--- src/taf_pkg.sv ---
package taf_pkg;

    localparam int COORD_WIDTH         = 16;
    localparam int TRIG_FRACTION_BITS  = 14;
    localparam int SCALE_FRACTION_BITS = 12;
    localparam int SCALE_WIDTH         = 16;
    localparam int ANGLE_WIDTH         = 9;
    localparam int NUM_LANES           = 3;

    localparam int CFG_INDEX_WIDTH = 3;
    localparam int CFG_DATA_WIDTH  = (COORD_WIDTH > SCALE_WIDTH) ? COORD_WIDTH : SCALE_WIDTH;

    // Angles in whole degrees.
    localparam int QUARTER_TURN = 90;
    localparam int HALF_TURN    = 180;
    localparam int THREE_QUARTER_TURN = 270;
    localparam int FULL_TURN    = 360;

    // Sine magnitude 0..1.0 needs one bit above the fraction; signed values one more.
    localparam int TABLE_WIDTH = TRIG_FRACTION_BITS + 1;
    localparam int TRIG_WIDTH  = TRIG_FRACTION_BITS + 2;
    localparam int TABLE_INDEX_WIDTH = $clog2(QUARTER_TURN + 1);

    // Datapath widths inside a lane.
    localparam int DIFF_WIDTH  = COORD_WIDTH + 1;
    localparam int COEF_WIDTH  = (TRIG_WIDTH > SCALE_WIDTH + 1) ? TRIG_WIDTH : SCALE_WIDTH + 1;
    localparam int PROD_WIDTH  = DIFF_WIDTH + COEF_WIDTH;
    localparam int FRAC_MAX    = (TRIG_FRACTION_BITS > SCALE_FRACTION_BITS) ?
                                 TRIG_FRACTION_BITS : SCALE_FRACTION_BITS;
    localparam int SUM_WIDTH   = ((PROD_WIDTH > COORD_WIDTH + FRAC_MAX) ?
                                  PROD_WIDTH : COORD_WIDTH + FRAC_MAX) + 2;

    localparam longint unsigned PI_Q30 = 64'd3373259426;
    localparam int SINE_TERMS = 10;

    // Divisor of series term k, (2k)(2k+1).
    localparam longint unsigned SERIES_DIV [1:SINE_TERMS] =
        '{64'd6, 64'd20, 64'd42, 64'd72, 64'd110,
          64'd156, 64'd210, 64'd272, 64'd342, 64'd420};

    typedef enum logic [1:0] {
        OP_TRANSLATE = 2'd0,
        OP_ROTATE    = 2'd1,
        OP_SCALE     = 2'd2,
        OP_PASS      = 2'd3
    } t_opcode;

    typedef enum logic [CFG_INDEX_WIDTH-1:0] {
        REG_SHIFT_X = 3'd0,
        REG_SHIFT_Y = 3'd1,
        REG_ANGLE   = 3'd2,
        REG_PIVOT_X = 3'd3,
        REG_PIVOT_Y = 3'd4,
        REG_SCALE_X = 3'd5,
        REG_SCALE_Y = 3'd6
    } t_reg_index;

    typedef struct packed {
        t_opcode                        opcode;
        logic signed [COORD_WIDTH-1:0] vertex_a_x;
        logic signed [COORD_WIDTH-1:0] vertex_a_y;
        logic signed [COORD_WIDTH-1:0] vertex_b_x;
        logic signed [COORD_WIDTH-1:0] vertex_b_y;
        logic signed [COORD_WIDTH-1:0] vertex_c_x;
        logic signed [COORD_WIDTH-1:0] vertex_c_y;
    } t_in_payload;

    typedef struct packed {
        logic signed [COORD_WIDTH-1:0] out_a_x;
        logic signed [COORD_WIDTH-1:0] out_a_y;
        logic signed [COORD_WIDTH-1:0] out_b_x;
        logic signed [COORD_WIDTH-1:0] out_b_y;
        logic signed [COORD_WIDTH-1:0] out_c_x;
        logic signed [COORD_WIDTH-1:0] out_c_y;
        logic                           saturated;
    } t_out_payload;

    typedef struct packed {
        logic signed [COORD_WIDTH-1:0] shift_x;
        logic signed [COORD_WIDTH-1:0] shift_y;
        logic signed [COORD_WIDTH-1:0] pivot_x;
        logic signed [COORD_WIDTH-1:0] pivot_y;
        logic [SCALE_WIDTH-1:0]        scale_x;
        logic [SCALE_WIDTH-1:0]        scale_y;
    } t_lane_cfg;

    typedef struct packed {
        logic en_a;
        logic en_b;
        logic en_c;
        logic en_d;
    } t_lane_ctrl;

    typedef logic [TABLE_WIDTH-1:0] t_sine_table [0:QUARTER_TURN];

    // Quarter-wave sine, built at elaboration from a Taylor series in Q2.30
    // and rounded half up to the trig fraction.
    function automatic t_sine_table build_sine_table();
        t_sine_table      tab;
        longint unsigned  x;
        longint unsigned  x2;
        longint unsigned  term;
        longint           sum;
        for (int d = 0; d <= QUARTER_TURN; d++) begin
            x    = (longint'(d) * PI_Q30 + 64'd90) / HALF_TURN;
            x2   = (x * x) >> 30;
            term = x;
            sum  = longint'(x);
            for (int k = 1; k <= SINE_TERMS; k++) begin
                term = ((term * x2) >> 30) / SERIES_DIV[k];
                if (k % 2 == 1) begin
                    sum = sum - longint'(term);
                end else begin
                    sum = sum + longint'(term);
                end
            end
            if (sum < 0) begin
                sum = 0;
            end
            if (sum > (64'sd1 <<< 30)) begin
                sum = 64'sd1 <<< 30;
            end
            tab[d] = TABLE_WIDTH'((sum + (64'sd1 <<< (29 - TRIG_FRACTION_BITS)))
                                  >>> (30 - TRIG_FRACTION_BITS));
        end
        return tab;
    endfunction

    localparam t_sine_table SINE_TABLE = build_sine_table();

endpackage

--- src/taf_lane.sv ---
module taf_lane import taf_pkg::*; (
    input  logic                           i_clk,
    input  t_lane_ctrl                     i_ctrl,
    input  t_lane_cfg                      i_cfg,
    input  t_opcode                        i_op,
    input  logic signed [COORD_WIDTH-1:0]  i_x,
    input  logic signed [COORD_WIDTH-1:0]  i_y,
    input  logic signed [TRIG_WIDTH-1:0]   i_sin,
    input  logic signed [TRIG_WIDTH-1:0]   i_cos,
    output logic signed [COORD_WIDTH-1:0]  o_x,
    output logic signed [COORD_WIDTH-1:0]  o_y,
    output logic                           o_sat
);

    localparam logic signed [SUM_WIDTH-1:0] C_MAX =
        SUM_WIDTH'((64'sd1 <<< (COORD_WIDTH - 1)) - 64'sd1);
    localparam logic signed [SUM_WIDTH-1:0] C_MIN = -C_MAX - SUM_WIDTH'(1);
    localparam logic signed [SUM_WIDTH-1:0] ROT_BIAS =
        SUM_WIDTH'((64'sd1 <<< TRIG_FRACTION_BITS) - 64'sd1);
    localparam logic signed [SUM_WIDTH-1:0] SCL_BIAS =
        SUM_WIDTH'((64'sd1 <<< SCALE_FRACTION_BITS) - 64'sd1);
    localparam logic signed [SUM_WIDTH-1:0] SUM_ZERO = '0;

    // Stage A: differences to the pivot.
    t_opcode                        r_a_op;
    logic signed [COORD_WIDTH-1:0]  r_a_x;
    logic signed [COORD_WIDTH-1:0]  r_a_y;
    logic signed [DIFF_WIDTH-1:0]   r_a_dx;
    logic signed [DIFF_WIDTH-1:0]   r_a_dy;
    logic signed [DIFF_WIDTH-1:0]   n_a_dx;
    logic signed [DIFF_WIDTH-1:0]   n_a_dy;

    // Stage B: products.
    t_opcode                        r_b_op;
    logic signed [COORD_WIDTH-1:0]  r_b_x;
    logic signed [COORD_WIDTH-1:0]  r_b_y;
    logic signed [PROD_WIDTH-1:0]   r_b_px1;
    logic signed [PROD_WIDTH-1:0]   r_b_px2;
    logic signed [PROD_WIDTH-1:0]   r_b_py1;
    logic signed [PROD_WIDTH-1:0]   r_b_py2;
    logic signed [COEF_WIDTH-1:0]   w_kx1;
    logic signed [COEF_WIDTH-1:0]   w_kx2;
    logic signed [COEF_WIDTH-1:0]   w_ky1;
    logic signed [COEF_WIDTH-1:0]   w_ky2;

    // Stage C: sums in fixed point.
    t_opcode                        r_c_op;
    logic signed [SUM_WIDTH-1:0]    r_c_x;
    logic signed [SUM_WIDTH-1:0]    r_c_y;
    logic signed [SUM_WIDTH-1:0]    n_c_x;
    logic signed [SUM_WIDTH-1:0]    n_c_y;
    logic signed [SUM_WIDTH-1:0]    w_piv_x;
    logic signed [SUM_WIDTH-1:0]    w_piv_y;

    // Stage D: truncated, clamped result.
    logic signed [COORD_WIDTH-1:0]  r_d_x;
    logic signed [COORD_WIDTH-1:0]  r_d_y;
    logic                           r_d_sat;
    logic signed [COORD_WIDTH-1:0]  n_d_x;
    logic signed [COORD_WIDTH-1:0]  n_d_y;
    logic                           n_d_sat;
    logic                           w_sat_x;
    logic                           w_sat_y;

    function automatic logic signed [SUM_WIDTH-1:0] trunc_frac(
        input logic signed [SUM_WIDTH-1:0] v,
        input t_opcode                     op
    );
        logic signed [SUM_WIDTH-1:0] res;
        // Negative values get a bias so the shift rounds toward zero.
        case (op)
            OP_ROTATE: res = (v + (v[SUM_WIDTH-1] ? ROT_BIAS : SUM_ZERO))
                             >>> TRIG_FRACTION_BITS;
            OP_SCALE:  res = (v + (v[SUM_WIDTH-1] ? SCL_BIAS : SUM_ZERO))
                             >>> SCALE_FRACTION_BITS;
            default:   res = v;
        endcase
        return res;
    endfunction

    assign n_a_dx = DIFF_WIDTH'(i_x) - DIFF_WIDTH'(i_cfg.pivot_x);
    assign n_a_dy = DIFF_WIDTH'(i_y) - DIFF_WIDTH'(i_cfg.pivot_y);

    always_ff @(posedge i_clk) begin
        if (i_ctrl.en_a) begin
            r_a_op <= i_op;
            r_a_x  <= i_x;
            r_a_y  <= i_y;
            r_a_dx <= n_a_dx;
            r_a_dy <= n_a_dy;
        end
    end

    // Rotation uses both products per coordinate; scaling only the first.
    always_comb begin
        if (r_a_op == OP_ROTATE) begin
            w_kx1 = COEF_WIDTH'(i_cos);
            w_kx2 = COEF_WIDTH'(i_sin);
            w_ky1 = COEF_WIDTH'(i_cos);
            w_ky2 = COEF_WIDTH'(i_sin);
        end else begin
            w_kx1 = signed'(COEF_WIDTH'(i_cfg.scale_x));
            w_kx2 = '0;
            w_ky1 = signed'(COEF_WIDTH'(i_cfg.scale_y));
            w_ky2 = '0;
        end
    end

    always_ff @(posedge i_clk) begin
        if (i_ctrl.en_b) begin
            r_b_op  <= r_a_op;
            r_b_x   <= r_a_x;
            r_b_y   <= r_a_y;
            r_b_px1 <= r_a_dx * w_kx1;
            r_b_px2 <= r_a_dy * w_kx2;
            r_b_py1 <= r_a_dy * w_ky1;
            r_b_py2 <= r_a_dx * w_ky2;
        end
    end

    assign w_piv_x = SUM_WIDTH'(i_cfg.pivot_x);
    assign w_piv_y = SUM_WIDTH'(i_cfg.pivot_y);

    always_comb begin
        case (r_b_op)
            OP_TRANSLATE: begin
                n_c_x = SUM_WIDTH'(r_b_x) + SUM_WIDTH'(i_cfg.shift_x);
                n_c_y = SUM_WIDTH'(r_b_y) + SUM_WIDTH'(i_cfg.shift_y);
            end
            OP_ROTATE: begin
                n_c_x = (w_piv_x <<< TRIG_FRACTION_BITS) + SUM_WIDTH'(r_b_px1)
                        - SUM_WIDTH'(r_b_px2);
                n_c_y = (w_piv_y <<< TRIG_FRACTION_BITS) + SUM_WIDTH'(r_b_py1)
                        + SUM_WIDTH'(r_b_py2);
            end
            OP_SCALE: begin
                n_c_x = (w_piv_x <<< SCALE_FRACTION_BITS) + SUM_WIDTH'(r_b_px1);
                n_c_y = (w_piv_y <<< SCALE_FRACTION_BITS) + SUM_WIDTH'(r_b_py1);
            end
            default: begin
                n_c_x = SUM_WIDTH'(r_b_x);
                n_c_y = SUM_WIDTH'(r_b_y);
            end
        endcase
    end

    always_ff @(posedge i_clk) begin
        if (i_ctrl.en_c) begin
            r_c_op <= r_b_op;
            r_c_x  <= n_c_x;
            r_c_y  <= n_c_y;
        end
    end

    always_comb begin
        logic signed [SUM_WIDTH-1:0] q_x;
        logic signed [SUM_WIDTH-1:0] q_y;
        q_x = trunc_frac(r_c_x, r_c_op);
        q_y = trunc_frac(r_c_y, r_c_op);
        w_sat_x = (q_x > C_MAX) || (q_x < C_MIN);
        w_sat_y = (q_y > C_MAX) || (q_y < C_MIN);
        if (q_x > C_MAX) begin
            n_d_x = COORD_WIDTH'(C_MAX);
        end else if (q_x < C_MIN) begin
            n_d_x = COORD_WIDTH'(C_MIN);
        end else begin
            n_d_x = COORD_WIDTH'(q_x);
        end
        if (q_y > C_MAX) begin
            n_d_y = COORD_WIDTH'(C_MAX);
        end else if (q_y < C_MIN) begin
            n_d_y = COORD_WIDTH'(C_MIN);
        end else begin
            n_d_y = COORD_WIDTH'(q_y);
        end
        n_d_sat = w_sat_x || w_sat_y;
    end

    always_ff @(posedge i_clk) begin
        if (i_ctrl.en_d) begin
            r_d_x   <= n_d_x;
            r_d_y   <= n_d_y;
            r_d_sat <= n_d_sat;
        end
    end

    assign o_x   = r_d_x;
    assign o_y   = r_d_y;
    assign o_sat = r_d_sat;

endmodule

--- config.mk ---
export PLATFORM = sky130hd
export DESIGN_NAME = taf_lane
export DESIGN_NICKNAME = d
export VERILOG_FILES = /design/src/taf_pkg.sv /design/src/taf_lane.sv
export SDC_FILE = /design/constraint.sdc
export NUM_CORES = 2
export LEC_CHECK = 0
export BUFFER_PORTS_ARGS = -buffer_cell sky130_fd_sc_hd__buf_2
export CAP_MARGIN = 20
export CORE_MARGIN = 3
export CORE_UTILIZATION = 35
export DETAILED_ROUTE_END_ITERATION = 6
export PLACE_DENSITY = 0.52
export SKIP_CTS_REPAIR_TIMING = 1
export SYNTH_ARGS = -nofsm -noshare
export SYNTH_HDL_FRONTEND = slang
export SYNTH_SLANG_ARGS = --single-unit
--- constraint.sdc ---
create_clock -name i_clk -period 10.8 [get_ports i_clk]
set_input_delay 2.16 -clock i_clk [delete_from_list [all_inputs] [get_ports i_clk]]
set_output_delay 2.16 -clock i_clk [all_outputs]
set_load 0.1 [all_outputs]
==> out/summary.txt <==
Wire per inst -> 21.2 um
Simple-gate share of the synthesized area -> 15.1%
Clock transition at path regs -> 60 ps
Syn Inst Count -> 7,209
RePlAce Congestion -> 0.922
Fraction of registers with async set/reset -> 0%
FF+latch area -> 10,400 sq um
Area of the multi-input gates -> 52,100 sq um
Multiplexer share of the synthesized area -> 1.13%
Worst slew pin tran -> 1120 ps
CTS HTree Levels -> 2
Final min period -> 9180 ps
ANT nets after route -> 0
Most frequent cell after synthesis -> inv_1
CTS Root Cell -> clkbuf_16
Slowest CP cell -> o31ai_1
Die extent in y -> 449 um
Top cells by area, synth -> fa_1 36%, edfxtp_1 15%, ha_1 10%, inv_1 7.5%, nand2_1 4.2%
Max-cap violations -> 0
CP Capture Type -> register
Fill cells -> 19,500
Worst Setup Path Type -> input port to register
Total global-route track usage -> 20.9%
Clock Skew -> 37.3 ps
Largest family of logic cells by synthesized area -> adder cells
Synthesis Warnings -> 0
Starting DRT DRC Count -> 3,417
Port Buffer Count -> 199
Syn Nets -> 9,180
Outcome -> finished, final reports clean
DP Area -> 72,700 sq um
Fin area -> 74,300 sq um
Crit path required time -> 11,150 ps
CP startpoint kind -> input port
Drt via density -> 5.11
Post-synthesis compound-gate area fraction -> 8.63%
XOR/XNOR Fraction of Synth Area -> 4.52%
WL final -> 210,000 um
Setup TNS -> 0 ps
First-pass GRT wire length -> 324,000 um
Initial Utilization -> 35.3%
Largest net degree at the start of global routing -> 192
Router iterations before antenna repair -> 6
Initial antenna violation count -> 28
Synth unique cells -> 95
Leading area contributor after synthesis -> fa_1
Num Clock Sinks -> 345
DR vias -> 50,600
Share of the synthesized area in the top cell type -> 35.9%
Worst skew pair latency -> 640 ps
Register area share after synthesis -> 15.1%
Top post-synthesis cells by count -> 1,372 x inv_1, 1,234 x fa_1, 775 x nand2_1, 570 x ha_1, 345 x edfxtp_1
TritonCTS clock tree -> done
Max-slew violations -> 0
Crit share post-route -> 85.0%
CTS Buffer Depth -> 3
Final Hold Vio Count -> 0
HP Class -> register to register
Layout Area Growth over Synthesis -> 7.90%
RSZ-0062 raised after global routing -> false
Final setup fails -> 0
Total core area -> 195,000 sq um
Critical Path AT -> 9540 ps
Die footprint -> 202,000 sq um
Die width -> 449 um
Ports -> 200
Worst path most repeated cell -> fa_1
Post-route DRC -> 0
CTS Buf Count -> 45
Nets@finish -> 9,206
Slew margin rel. -> 25.3%
Layout cells sized above 1 -> 6.31%
Crit Path Max Fanout -> 16
Mapped Area -> 68,800 sq um
Std cell rows -> 162
Remaining Overflow, GRT -> 0
Main synth FF type -> edfxtp_1
FF+latch count, synth -> 345
Adder-cell share of the synthesized area -> 46.3%
Detailed Place HPWL -> 170,000 um
CP top delay family -> adder cells
Number of synthesized flops with an enable pin -> 345
F_max -> 0.109 GHz
CP bufs+invs -> 5
Vias in the first global route -> 52,600
Crit path largest cell delay -> 600 ps
Post-Syn Area per Cell -> 9.55 sq um
[per-stage QoR]
step	hold slack [ps]	util (%)	std cells	setup slack, ps
2_1_floorplan	400	-	7209	2130
3_3_place_gp	401	37.2	9809	1210
3_5_place_dp	405	37.2	9810	1120
4_1_cts	418	38.0	9891	1740
5_1_grt	425	38.0	9898	1230
6_report	415	38.0	9905	1620
[area by class of cell]
type	count	area share, %
antenna	12	0.0404
clock buffer	47	1.56
clock inverter	34	0.539
inverter	1374	6.95
multi-input combinational	5171	70.1
sequential	345	14.0
tap	2624	4.42
timing repair buffer	298	2.41
[worst register-to-register path: cells and delay by family, from the launching register on]
kind                     cells  cell delay (ps)
AO/OA/AOI/OAI                6             1790
XOR/XNOR                     1               70
adder cells (fa/ha/maj)      7             3310
buffers and inverters        8             1350
flip-flops                   1              440
AND/OR/NAND/NOR              5             1720
[placed cells by master, fill, tap and decap left out, drive strengths merged, types with 17 or more instances in the layout]
cell | netlist | final
a211oi | 30 | 30
a21o | 113 | 113
a21oi | 234 | 234
a22oi | 20 | 20
a31oi | 29 | 29
and2 | 202 | 202
and3 | 340 | 340
buf | 28 | 296
clkbuf | 291 | 48
clkinv | 2 | 21
edfxtp | 345 | 345
fa | 1234 | 1234
ha | 570 | 570
inv | 1372 | 1378
mux4 | 30 | 30
nand2 | 775 | 775
nand2b | 64 | 64
nand3 | 85 | 85
nand4 | 32 | 32
nor2 | 263 | 263
nor2b | 167 | 167
nor3 | 57 | 57
nor4 | 17 | 17
o211ai | 23 | 23
o21a | 46 | 46
o21ai | 183 | 183
o21bai | 38 | 38
o221ai | 35 | 35
or3 | 23 | 23
xnor2 | 270 | 270
xor2 | 85 | 85
[logic make-up after synthesis]
| kind of cell | Yosys count |
|---|---|
| flops | 345 |
| compound gates | 895 |
| fa+ha+maj | 1804 |
| simple gates | 2077 |
| mux | 40 |
| buf+inv | 1693 |
| xor+xnor | 355 |
[metal layers]
layer / GRT usage, % / share of wire [%] / vias up
met5: 0 / 0.022 / -
met4: 6.46 / 3.5 / 6
met3: 2.49 / 5.0 / 234
met2: 33.9 / 47 / 1330
met1: 29.1 / 45 / 25900
li1: - / - / 23100
[registers in the layout, indices dropped and copies added (netlist names), 2 cells and up]
signal and cells:
r_c_x 36, r_c_y 36, r_b_px1 34, r_b_px2 34, r_b_py1 34, r_b_py2 34
r_a_dx 17, r_a_dy 17, o_x 16, o_y 16, r_a_x 16, r_a_y 16
r_b_x 16, r_b_y 16, r_a_op 2, r_b_op 2, r_c_op 2
[worst paths after layout]
| check | endpoint | start | cells after the start | slack, ps |
|---|---|---|---|---|
| max | r_b_py2[32] | i_sin[3] | 25 | 1620 |
| min | r_b_x[13] | r_a_x[13] | 0 | 420 |
| max reg2reg | r_b_py2[32] | r_a_op[1] | 27 | 1860 |
| min reg2reg | r_b_x[13] | r_a_x[13] | 0 | 420 |
Power is not shown: default switching activity piles up to over one toggle a cycle in this logic, so the estimate is an artifact.
