File: config.mk
export PLATFORM = sky130hd
export DESIGN_NAME = taf_trig
export DESIGN_NICKNAME = d
export VERILOG_FILES = /design/src/taf_pkg.sv /design/src/taf_trig.sv
export SDC_FILE = /design/constraint.sdc
export NUM_CORES = 1
export LEC_CHECK = 0
export BUFFER_PORTS_ARGS = -buffer_cell sky130_fd_sc_hd__buf_2
export CAP_MARGIN = 15
export CORE_MARGIN = 2
export CORE_UTILIZATION = 27
export DETAILED_ROUTE_END_ITERATION = 8
export PLACE_DENSITY = 0.46
export SLEW_MARGIN = 25
export SYNTH_ARGS = -nofsm -noshare
export SYNTH_HDL_FRONTEND = slang
export SYNTH_SLANG_ARGS = --single-unit
File: constraint.sdc
create_clock -name vclk -period 10.6
set_input_delay 1.06 -clock vclk [all_inputs]
set_output_delay 1.06 -clock vclk [all_outputs]
set_load 0.02 [all_outputs]
File: src/taf_pkg.sv
package taf_pkg;

    localparam int COORD_WIDTH         = 16;
    localparam int TRIG_FRACTION_BITS  = 14;
    localparam int SCALE_FRACTION_BITS = 12;
    localparam int SCALE_WIDTH         = 16;
    localparam int ANGLE_WIDTH         = 9;
    localparam int NUM_LANES           = 3;

    localparam int CFG_INDEX_WIDTH = 3;
    localparam int CFG_DATA_WIDTH  = (COORD_WIDTH > SCALE_WIDTH) ? COORD_WIDTH : SCALE_WIDTH;

    // Angles in whole degrees.
    localparam int QUARTER_TURN = 90;
    localparam int HALF_TURN    = 180;
    localparam int THREE_QUARTER_TURN = 270;
    localparam int FULL_TURN    = 360;

    // Sine magnitude 0..1.0 needs one bit above the fraction; signed values one more.
    localparam int TABLE_WIDTH = TRIG_FRACTION_BITS + 1;
    localparam int TRIG_WIDTH  = TRIG_FRACTION_BITS + 2;
    localparam int TABLE_INDEX_WIDTH = $clog2(QUARTER_TURN + 1);

    // Datapath widths inside a lane.
    localparam int DIFF_WIDTH  = COORD_WIDTH + 1;
    localparam int COEF_WIDTH  = (TRIG_WIDTH > SCALE_WIDTH + 1) ? TRIG_WIDTH : SCALE_WIDTH + 1;
    localparam int PROD_WIDTH  = DIFF_WIDTH + COEF_WIDTH;
    localparam int FRAC_MAX    = (TRIG_FRACTION_BITS > SCALE_FRACTION_BITS) ?
                                 TRIG_FRACTION_BITS : SCALE_FRACTION_BITS;
    localparam int SUM_WIDTH   = ((PROD_WIDTH > COORD_WIDTH + FRAC_MAX) ?
                                  PROD_WIDTH : COORD_WIDTH + FRAC_MAX) + 2;

    localparam longint unsigned PI_Q30 = 64'd3373259426;
    localparam int SINE_TERMS = 10;

    // Divisor of series term k, (2k)(2k+1).
    localparam longint unsigned SERIES_DIV [1:SINE_TERMS] =
        '{64'd6, 64'd20, 64'd42, 64'd72, 64'd110,
          64'd156, 64'd210, 64'd272, 64'd342, 64'd420};

    typedef enum logic [1:0] {
        OP_TRANSLATE = 2'd0,
        OP_ROTATE    = 2'd1,
        OP_SCALE     = 2'd2,
        OP_PASS      = 2'd3
    } t_opcode;

    typedef enum logic [CFG_INDEX_WIDTH-1:0] {
        REG_SHIFT_X = 3'd0,
        REG_SHIFT_Y = 3'd1,
        REG_ANGLE   = 3'd2,
        REG_PIVOT_X = 3'd3,
        REG_PIVOT_Y = 3'd4,
        REG_SCALE_X = 3'd5,
        REG_SCALE_Y = 3'd6
    } t_reg_index;

    typedef struct packed {
        t_opcode                        opcode;
        logic signed [COORD_WIDTH-1:0] vertex_a_x;
        logic signed [COORD_WIDTH-1:0] vertex_a_y;
        logic signed [COORD_WIDTH-1:0] vertex_b_x;
        logic signed [COORD_WIDTH-1:0] vertex_b_y;
        logic signed [COORD_WIDTH-1:0] vertex_c_x;
        logic signed [COORD_WIDTH-1:0] vertex_c_y;
    } t_in_payload;

    typedef struct packed {
        logic signed [COORD_WIDTH-1:0] out_a_x;
        logic signed [COORD_WIDTH-1:0] out_a_y;
        logic signed [COORD_WIDTH-1:0] out_b_x;
        logic signed [COORD_WIDTH-1:0] out_b_y;
        logic signed [COORD_WIDTH-1:0] out_c_x;
        logic signed [COORD_WIDTH-1:0] out_c_y;
        logic                           saturated;
    } t_out_payload;

    typedef struct packed {
        logic signed [COORD_WIDTH-1:0] shift_x;
        logic signed [COORD_WIDTH-1:0] shift_y;
        logic signed [COORD_WIDTH-1:0] pivot_x;
        logic signed [COORD_WIDTH-1:0] pivot_y;
        logic [SCALE_WIDTH-1:0]        scale_x;
        logic [SCALE_WIDTH-1:0]        scale_y;
    } t_lane_cfg;

    typedef struct packed {
        logic en_a;
        logic en_b;
        logic en_c;
        logic en_d;
    } t_lane_ctrl;

    typedef logic [TABLE_WIDTH-1:0] t_sine_table [0:QUARTER_TURN];

    // Quarter-wave sine, built at elaboration from a Taylor series in Q2.30
    // and rounded half up to the trig fraction.
    function automatic t_sine_table build_sine_table();
        t_sine_table      tab;
        longint unsigned  x;
        longint unsigned  x2;
        longint unsigned  term;
        longint           sum;
        for (int d = 0; d <= QUARTER_TURN; d++) begin
            x    = (longint'(d) * PI_Q30 + 64'd90) / HALF_TURN;
            x2   = (x * x) >> 30;
            term = x;
            sum  = longint'(x);
            for (int k = 1; k <= SINE_TERMS; k++) begin
                term = ((term * x2) >> 30) / SERIES_DIV[k];
                if (k % 2 == 1) begin
                    sum = sum - longint'(term);
                end else begin
                    sum = sum + longint'(term);
                end
            end
            if (sum < 0) begin
                sum = 0;
            end
            if (sum > (64'sd1 <<< 30)) begin
                sum = 64'sd1 <<< 30;
            end
            tab[d] = TABLE_WIDTH'((sum + (64'sd1 <<< (29 - TRIG_FRACTION_BITS)))
                                  >>> (30 - TRIG_FRACTION_BITS));
        end
        return tab;
    endfunction

    localparam t_sine_table SINE_TABLE = build_sine_table();

endpackage

File: src/taf_trig.sv
module taf_trig import taf_pkg::*; (
    input  logic [ANGLE_WIDTH-1:0]        i_angle,
    output logic signed [TRIG_WIDTH-1:0]  o_sin,
    output logic signed [TRIG_WIDTH-1:0]  o_cos
);

    logic [ANGLE_WIDTH-1:0]       w_deg;
    logic [ANGLE_WIDTH-1:0]       w_diff_s;
    logic [ANGLE_WIDTH-1:0]       w_diff_c;
    logic [TABLE_INDEX_WIDTH-1:0] w_idx_s;
    logic [TABLE_INDEX_WIDTH-1:0] w_idx_c;
    logic                         w_neg_s;
    logic                         w_neg_c;
    logic [TRIG_WIDTH-1:0]        w_mag_s;
    logic [TRIG_WIDTH-1:0]        w_mag_c;

    // Angles past a full turn wrap once; the register cannot hold two turns.
    assign w_deg = (i_angle >= ANGLE_WIDTH'(FULL_TURN)) ?
                   i_angle - ANGLE_WIDTH'(FULL_TURN) : i_angle;

    always_comb begin
        if (w_deg < ANGLE_WIDTH'(QUARTER_TURN)) begin
            w_diff_s = w_deg;
            w_diff_c = ANGLE_WIDTH'(QUARTER_TURN) - w_deg;
            w_neg_s  = 1'b0;
            w_neg_c  = 1'b0;
        end else if (w_deg < ANGLE_WIDTH'(HALF_TURN)) begin
            w_diff_s = ANGLE_WIDTH'(HALF_TURN) - w_deg;
            w_diff_c = w_deg - ANGLE_WIDTH'(QUARTER_TURN);
            w_neg_s  = 1'b0;
            w_neg_c  = 1'b1;
        end else if (w_deg < ANGLE_WIDTH'(THREE_QUARTER_TURN)) begin
            w_diff_s = w_deg - ANGLE_WIDTH'(HALF_TURN);
            w_diff_c = ANGLE_WIDTH'(THREE_QUARTER_TURN) - w_deg;
            w_neg_s  = 1'b1;
            w_neg_c  = 1'b1;
        end else begin
            w_diff_s = ANGLE_WIDTH'(FULL_TURN) - w_deg;
            w_diff_c = w_deg - ANGLE_WIDTH'(THREE_QUARTER_TURN);
            w_neg_s  = 1'b1;
            w_neg_c  = 1'b0;
        end
    end

    assign w_idx_s = w_diff_s[TABLE_INDEX_WIDTH-1:0];
    assign w_idx_c = w_diff_c[TABLE_INDEX_WIDTH-1:0];
    assign w_mag_s = TRIG_WIDTH'(SINE_TABLE[w_idx_s]);
    assign w_mag_c = TRIG_WIDTH'(SINE_TABLE[w_idx_c]);

    assign o_sin = w_neg_s ? -signed'(w_mag_s) : signed'(w_mag_s);
    assign o_cos = w_neg_c ? -signed'(w_mag_c) : signed'(w_mag_c);

endmodule

==> results of run 1 <==
[cells in the final DEF (no fill, tap or decap), types with 5 or more instances in the layout]
| cell | instances |
|---|---|
| a31oi_1 | 20 |
| a221oi_1 | 7 |
| nand2_1 | 73 |
| o21ai_1 | 14 |
| nor4_1 | 11 |
| inv_1 | 22 |
| nand4_1 | 8 |
| a221o_1 | 6 |
| nor2_1 | 54 |
| a311o_1 | 6 |
| o21ai_2 | 5 |
| a2111oi_0 | 7 |
| a21oi_1 | 80 |
| a32o_1 | 5 |
| o21ai_0 | 68 |
| and2_1 | 5 |
| a21o_1 | 6 |
| buf_2 | 41 |
| and3_1 | 8 |
| nand2b_1 | 6 |
| o32ai_1 | 7 |
| o22ai_1 | 11 |
| o211a_1 | 6 |
| xor2_1 | 14 |
| o31ai_1 | 12 |
| nor3_1 | 38 |
| mux2i_1 | 10 |
| ha_1 | 28 |
| nand3_1 | 40 |
| a211oi_1 | 21 |
| o311a_1 | 7 |
| o31a_1 | 5 |
| a311oi_1 | 16 |
| o311ai_0 | 7 |
| or3_1 | 9 |
| o211ai_1 | 22 |
| o221ai_1 | 6 |
| buf_4 | 21 |
| xnor2_1 | 13 |
| a211o_1 | 11 |
[layout make-up]
cell class	instances	area (um2)
fill	2546	16210
multi-input combinational	790	5609
timing repair buffer	62	362.8
tap	285	356.6
inverter	27	103.9
[critical path: cells and delay by family]
family          cells  cell delay, ns
compound gates      8            3.29
simple gates        4            0.78
mux                 1            0.74
fa+ha+maj           2            0.61
buf+inv             4            0.60
xor+xnor            1            0.21
[worst paths after layout]
path / to / slack [ns] / cells past startpoint
worst min-delay path: o_sin[4] / 3.23 / 8
worst max-delay path: o_cos[6] / 2.25 / 20
[report_power, final]
part	internal, mW	switching (mW)	leakage (nW)	total, mW
Combinational	0.367	0.747	2.25	1.11
Clock	0	0	0	0
Sequential	0	0	0	0
Total	0.367	0.747	2.25	1.11
[stage by stage]
step | setup WS, ns | power [mW] | cell area [um2]
3_3_place_gp | 2.065 | 1.094 | 6421
3_5_place_dp | 2.474 | 1.084 | 6432
4_1_cts | 2.461 | 1.088 | 6432
6_report | 2.246 | 1.114 | 6432
5_1_grt | 1.969 | 1.196 | 6432
2_1_floorplan | 2.997 | 0.8234 | 6226
[kinds of logic (layout without fill, tap and decap cells)]
logic type	after synthesis	count (layout)	synth area share [%]
XOR/XNOR	28	28	3.939
buffers and inverters	115	89	10.37
AND/OR/NAND/NOR	300	300	26.49
AO/OA/AOI/OAI	416	416	49.84
adder cells (fa/ha/maj)	28	28	5.627
multiplexers	18	18	3.738
[metal layers]
| layer | part of all wire [%] | GRT usage, % |
|---|---|---|
| met5 | 0 | 0 |
| met4 | 3.3 | 6.291 |
| met3 | 12 | 3.667 |
| met2 | 41 | 29.79 |
| met1 | 44 | 30.88 |
==> flow_metrics.py, run 1 <==
metrics = {
    "outcome": {
        "outcome": "finished clean",
    },
    "sta": {
        "fmax_mhz": 119.7,
        "relSlewSlack_pct": 36.20,
        "tns_ns": 0,
        "tightest_slew_ns": 0.9569,
        "holdWs_ns": 3.227,
        "finalSetupViolations": 0,
        "post-route-min-period_ns": 8.354,
        "slew_viol_final": 0,
        "rsz0062_at_grt": "no",
        "hold_viol_final": 0,
        "period_share_pct": 78.81,
    },
    "global_route": {
        "grt_max_degree": 45,
        "antenna_found_initial": 0,
        "grt_pass1_vias": 7146,
        "grt_pass1_wl_um": 41340,
        "track_usage_pct": 20.68,
        "grt_remaining_overflow": 0,
    },
    "place": {
        "dp.cells": 1164,
        "portBuffers": 41,
        "dp_hpwl_um": 18510,
        "gp_congestion": 0.9589,
    },
    "synthesis": {
        "synth_nets": 942,
        "netlist_instances": 905,
        "yosysMostFrequentCell": "a21oi_1",
        "yosysTopAreaCell": "a21oi_1",
        "synth.area.top_cells": "a21oi_1 (6.4%), ha_1 (5.6%), o21ai_0 (5.5%)",
        "avgSynthCellArea_um2": 6.880,
        "yosysWarningCount": 0,
        "seq_area_frac_synth_pct": 0,
        "synth.top_cells.by_count": "a21oi_1 (80), nand2_1 (73), o21ai_0 (68), nor2_1 (54), buf_2 (42)",
        "syn_area_um2": 6226,
        "yosys.area.top_type_share_pct": 6.431,
        "synthDistinctLibCells": 114,
    },
    "route": {
        "first_iter_violations": 1344,
        "viasPerCell": 6.753,
        "num_vias": 7860,
        "routed_wirelength_um": 26410,
        "wl_per_cell_um": 22.69,
        "dr.pass1.iters": 6,
        "ant_nets": 0,
        "drc_errors": 0,
    },
    "cells_and_area": {
        "seq_cells": 0,
        "final_util_pct": 28.41,
        "layout.cells.non_filler": 1164,
        "areaGrowthSynthToFinish_pct": 3.316,
        "nets": 918,
        "drive_above_1_share_pct": 15.36,
        "antenna_cells": 0,
        "seq_area_um2": 0,
        "clkbuf_count": 0,
    },
    "floorplan": {
        "rows": 55,
        "die_h_um": 155.9,
        "start_util_pct": 27.50,
        "coreArea_um2": 22640,
        "dieArea_um2": 24290,
        "io_pins": 41,
        "dieWidth_um": 155.9,
    },
    "worst_setup_path": {
        "slowest_delay_ns": 0.79,
        "end_kind": "primary output",
        "critPathMaxFanout": 19,
        "crit_path_start": "i_angle[0]",
        "crit_arrival_ns": 7.29,
        "start_kind": "input pin",
        "critical_path_class": "input pin to primary output",
        "slowest_stage": "a2111oi_0",
        "worstPathCellList": "buf_2 -> inv_1 -> buf_4 -> ha_1 -> nor2b_2 -> a211oi_2 -> o31ai_2 -> a31oi_1 -> a21oi_1 -> o32ai_1 -> mux2i_2 -> nand4_1 -> a2111oi_0 -> a41o_1 -> nor3_4 -> ha_1 -> nand3b_2 -> o21ai_0 -> xor2_1 -> buf_2",
        "crit_required_ns": 9.54,
    },
    "clock_tree": {
        "hold_buffers": 0,
        "post_cts_resize_count": 0,
        "cts_setup_buffers": 0,
    },
    "pwr": {
        "p_leak_nw": 2.246,
        "power_density_nw_per_um2": 173.2,
        "ir_worst_vdd_v": 0.00006158,
    },
    "hold_path": {
        "hp-start": "i_angle[0]",
        "hold_class": "input pin to primary output",
    },
    "job": {
        "drv_cap": 0,
    },
}
Power figures use the tool's default switching activity.
==> run 2, diff against run 1 <==
- PLACE_DENSITY: 0.46 -> 0.47
- clock period: 10.6 -> 7.4 ns (I/O delays scaled with it)
==> flow_metrics.py, run 2 (synthesis gave the netlist of run 1 again) <==
metrics = {
    "pwr": {
        "power_frac_comb_pct": 100.0,
        "ir_worst_vdd_v": 0.00009346,
        "swShare_pct": 66.16,
        "power_density_nw_per_um2": 248.3,
        "intPower_uw": 557.2,
        "p_leak_nw": 2.378,
        "pwr-share-seq_pct": 0,
        "p_sw_mw": 1.089,
        "pwr-share-clk_pct": 0,
    },
    "route": {
        "viasPerCell": 6.721,
        "wl_per_cell_um": 22.67,
        "dr.pass1.iters": 6,
        "drc_errors": 0,
        "ant_nets": 0,
        "routed_wirelength_um": 27030,
        "first_iter_violations": 1408,
        "num_vias": 8012,
    },
    "floorplan": {
        "dieArea_um2": 24290,
        "die_h_um": 155.9,
        "rows": 55,
        "dieWidth_um": 155.9,
        "io_pins": 41,
        "coreArea_um2": 22640,
        "start_util_pct": 27.50,
    },
    "worst_setup_path": {
        "cp_num_cells": 17,
        "slowest_stage": "a2111oi_0",
        "crit_path_start": "i_angle[3]",
        "cp-endpoint": "o_sin[14]",
        "worstPathCellList": "buf_2 -> inv_1 -> ha_1 -> nand4b_1 -> mux2i_1 -> or3_1 -> a21oi_1 -> a2111oi_0 -> o21ba_1 -> or2_1 -> nor2_1 -> a2111oi_4 -> o311ai_1 -> or3_1 -> or3_1 -> o221a_1 -> buf_2",
        "cpMostUsedCell": "or3_1",
        "slowest_delay_ns": 0.69,
        "crit_arrival_ns": 6.27,
        "critPathMaxFanout": 13,
        "cp_top_family": "simple AND/OR/NAND/NOR gates",
        "critical_path_class": "input pin to primary output",
        "start_kind": "input pin",
        "end_kind": "primary output",
        "crit_buf_inv": 3,
        "crit_required_ns": 6.66,
    },
    "global_route": {
        "antenna_found_initial": 0,
        "grtUsageMet2_pct": 30.38,
        "grt_pass1_wl_um": 42500,
        "use_met1_pct": 32.44,
        "grt_remaining_overflow": 0,
        "grt_pass1_vias": 7239,
        "grt_max_degree": 37,
        "grt_use_met3_pct": 3.889,
        "top_usage_layer": "met1",
        "track_usage_pct": 21.29,
    },
    "place": {
        "portBuffers": 41,
        "dp_hpwl_um": 19680,
        "gp_congestion": 0.9865,
        "dp_slack_ns": 0.5098,
        "dp.cells": 1192,
    },
    "cells_and_area": {
        "layout.cells.non_filler": 1192,
        "antenna_cells": 0,
        "seq_area_um2": 0,
        "mostFrequentLayoutCell": "a21oi_1",
        "clkbuf_count": 0,
        "final_cell_mix": "a21oi_1 (80), nand2_1 (73), o21ai_0 (68)",
        "seq_cells": 0,
        "drive_above_1_share_pct": 17.86,
        "areaGrowthSynthToFinish_pct": 6.511,
        "nets": 946,
    },
    "sta": {
        "tns_ns": 0,
        "finalSetupViolations": 0,
        "fmax_mhz": 142.7,
        "post-route-min-period_ns": 7.007,
        "period_share_pct": 94.69,
        "layout_setup_ws_ns": 0.3927,
        "hold_viol_final": 0,
        "slew_viol_final": 0,
        "rsz0062_at_grt": "no",
        "relSlewSlack_pct": 41.88,
        "tightest_slew_ns": 0.8717,
    },
    "outcome": {
        "outcome": "finished clean",
    },
    "clock_tree": {
        "hold_buffers": 0,
        "cts_setup_buffers": 0,
        "post_cts_resize_count": 0,
    },
    "job": {
        "drv_cap": 0,
    },
    "hold_path": {
        "hold_class": "input pin to primary output",
    },
}
## run 2: cell count changes in the layout (fill, tap and decap cells not counted)
cell       previous run  this run
nor2_4                2         1
buf_4                21        49
o2111ai_2             1         0
nor2_2                4         5
o2111ai_1             0         1
## run 2: power by group through the flow
stage | registers (mW) | clock network [mW] | logic, mW
final | 0 | 0 | 1.65
after detailed placement | 0 | 0 | 1.59
after CTS | 0 | 0 | 1.60
after floorplan | 0 | 0 | 1.18
after global routing | 0 | 0 | 1.76
after global placement | 0 | 0 | 1.62
## run 2: how the worst min path moves through the flow
stage / start / to / slack [ns] / depth (start not counted)
detailed placement: i_angle[7] / o_cos[4] / 2.55 / 8
global placement: i_angle[7] / o_cos[4] / 2.55 / 8
finish: i_angle[7] / o_cos[4] / 2.55 / 8
floorplan: i_angle[1] / o_cos[14] / 2.12 / 6
CTS: i_angle[7] / o_cos[4] / 2.55 / 8
global route: i_angle[7] / o_cos[4] / 2.62 / 8
## run 2: layout make-up
class	count	area (um2)
fillers	2493	16010
inverters	27	103.9
multi-input cells	790	5598
well taps	285	356.6
repair buffers	90	573.1
## run 2: layer usage
layer / vias to the layer above / share of wire (%)
met5: - / 0
met1: 3697 / 44
met3: 100 / 12
li1: 3608 / -
met2: 607 / 40
met4: 0 / 3.2
## run 2: through the flow
stage               hold WS [ns]  cell area [um2]  total power [mW]  util [%]
CTS                        2.547             6631             1.601     29.29
global placement           2.550             6631             1.622     29.29
detailed placement         2.549             6631             1.594     29.29
global route               2.619             6631             1.761     29.29
finish                     2.550             6631             1.647     29.29
floorplan                  2.124             6226             1.180         -
==> run 3, diff against run 2 <==
- CORE_UTILIZATION: 27 -> 32
- PLACE_DENSITY: 0.47 -> 0.53
==> flow_metrics.py, run 3 (synthesis gave the netlist of run 1 again) <==
metrics = {
    "route": {
        "routed_wirelength_um": 25470,
        "drc_errors": 0,
        "ant_nets": 0,
        "wl_per_cell_um": 21.79,
        "first_iter_violations": 1629,
        "dr.pass1.iters": 6,
        "viasPerCell": 6.737,
        "num_vias": 7876,
    },
    "sta": {
        "period_share_pct": 95.23,
        "holdWs_ns": 2.514,
        "finalSetupViolations": 0,
        "tightest_slew_ns": 1.016,
        "slew_viol_final": 0,
        "layout_setup_ws_ns": 0.3528,
        "rsz0062_at_grt": "no",
        "post-route-min-period_ns": 7.047,
        "relSlewSlack_pct": 31.78,
        "tns_ns": 0,
        "fmax_mhz": 141.9,
        "hold_viol_final": 0,
    },
    "global_route": {
        "grt_pass1_vias": 6923,
        "track_usage_pct": 23.92,
        "grt_max_degree": 37,
        "grt_remaining_overflow": 0,
        "grt_pass1_wl_um": 40420,
        "antenna_found_initial": 0,
    },
    "floorplan": {
        "start_util_pct": 32.31,
        "rows": 51,
        "dieArea_um2": 20590,
        "io_pins": 41,
        "coreArea_um2": 19270,
        "dieWidth_um": 143.5,
        "die_h_um": 143.5,
    },
    "cells_and_area": {
        "areaGrowthSynthToFinish_pct": 5.707,
        "clkbuf_count": 0,
        "antenna_cells": 0,
        "seq_cells": 0,
        "multiInputGateArea_um2": 5595,
        "mostFrequentLayoutCell": "a21oi_1",
        "seq_area_um2": 0,
        "finalInstanceArea_um2": 6581,
        "layout.cells.non_filler": 1169,
        "nets": 943,
        "final_cell_mix": "a21oi_1 (80), nand2_1 (71), o21ai_0 (67)",
        "final_util_pct": 34.15,
        "n_fill_cell": 2143,
        "drive_above_1_share_pct": 17.70,
    },
    "worst_setup_path": {
        "end_kind": "primary output",
        "critPathMaxFanout": 14,
        "start_kind": "input pin",
        "critical_path_class": "input pin to primary output",
        "crit_required_ns": 6.66,
        "crit_arrival_ns": 6.31,
        "crit_path_start": "i_angle[1]",
    },
    "place": {
        "gp_congestion": 1.002,
        "dp_slack_ns": 0.4696,
        "place_area_um2": 6576,
        "dp.cells": 1169,
        "portBuffers": 41,
        "dp_hpwl_um": 18770,
    },
    "hold_path": {
        "hp-start": "i_angle[7]",
        "hold_class": "input pin to primary output",
    },
    "pwr": {
        "p_leak_nw": 2.358,
        "power_density_nw_per_um2": 245.7,
        "power_mw": 1.617,
        "ir_worst_vdd_v": 0.0001196,
    },
    "clock_tree": {
        "hold_buffers": 0,
    },
    "outcome": {
        "outcome": "finished clean",
    },
    "job": {
        "drv_cap": 0,
    },
}
-- run 3: worst max-delay path, stage by stage --
cell	delay, ns
buf_2	0.19
inv_1	0.16
ha_1	0.31
nor2b_2	0.21
a211oi_2	0.45
nor4_4	0.15
o311a_1	0.31
o31a_1	0.29
mux2_4	0.42
ha_1	0.48
inv_1	0.10
a2111oi_0	0.06
a2111oi_0	0.57
o21ai_0	0.19
o211a_1	0.19
a311oi_1	0.48
and2b_1	0.23
nand3_1	0.15
o21ai_1	0.25
o221a_1	0.21
buf_2	0.15
-- run 3: where the power goes --
group	switching [mW]	total (mW)	internal, mW	leakage, nW
combinational	1.06	1.62	0.553	2.36
sequential	0	0	0	0
clock	0	0	0	0
total	1.06	1.62	0.553	2.36
-- run 3: repair_timing --
item / in CTS / in global routing
setup buffers: 0 / 0
setup endpoints to repair: 0 / 3
resized for setup: 0 / 2
-- run 3: metal layers --
metal  vias up  share of wire, %  GRT usage (%)
li1       3606                 -              -
met1      3631                46          37.76
met2       579                41          33.81
met3        60                11          3.232
met4         0               2.3          4.850
met5         -                 0              0
-- run 3: area by class of cell --
cell class | instances | area share [%]
inverters | 27 | 1.578
multi-input cells | 790 | 85.02
well taps | 265 | 5.038
repair buffers | 87 | 8.365
-- run 3: worst paths after layout --
check	end	slack, ns	cells past startpoint
worst min-delay path	o_cos[4]	2.51	8
worst max-delay path	o_sin[14]	0.35	21
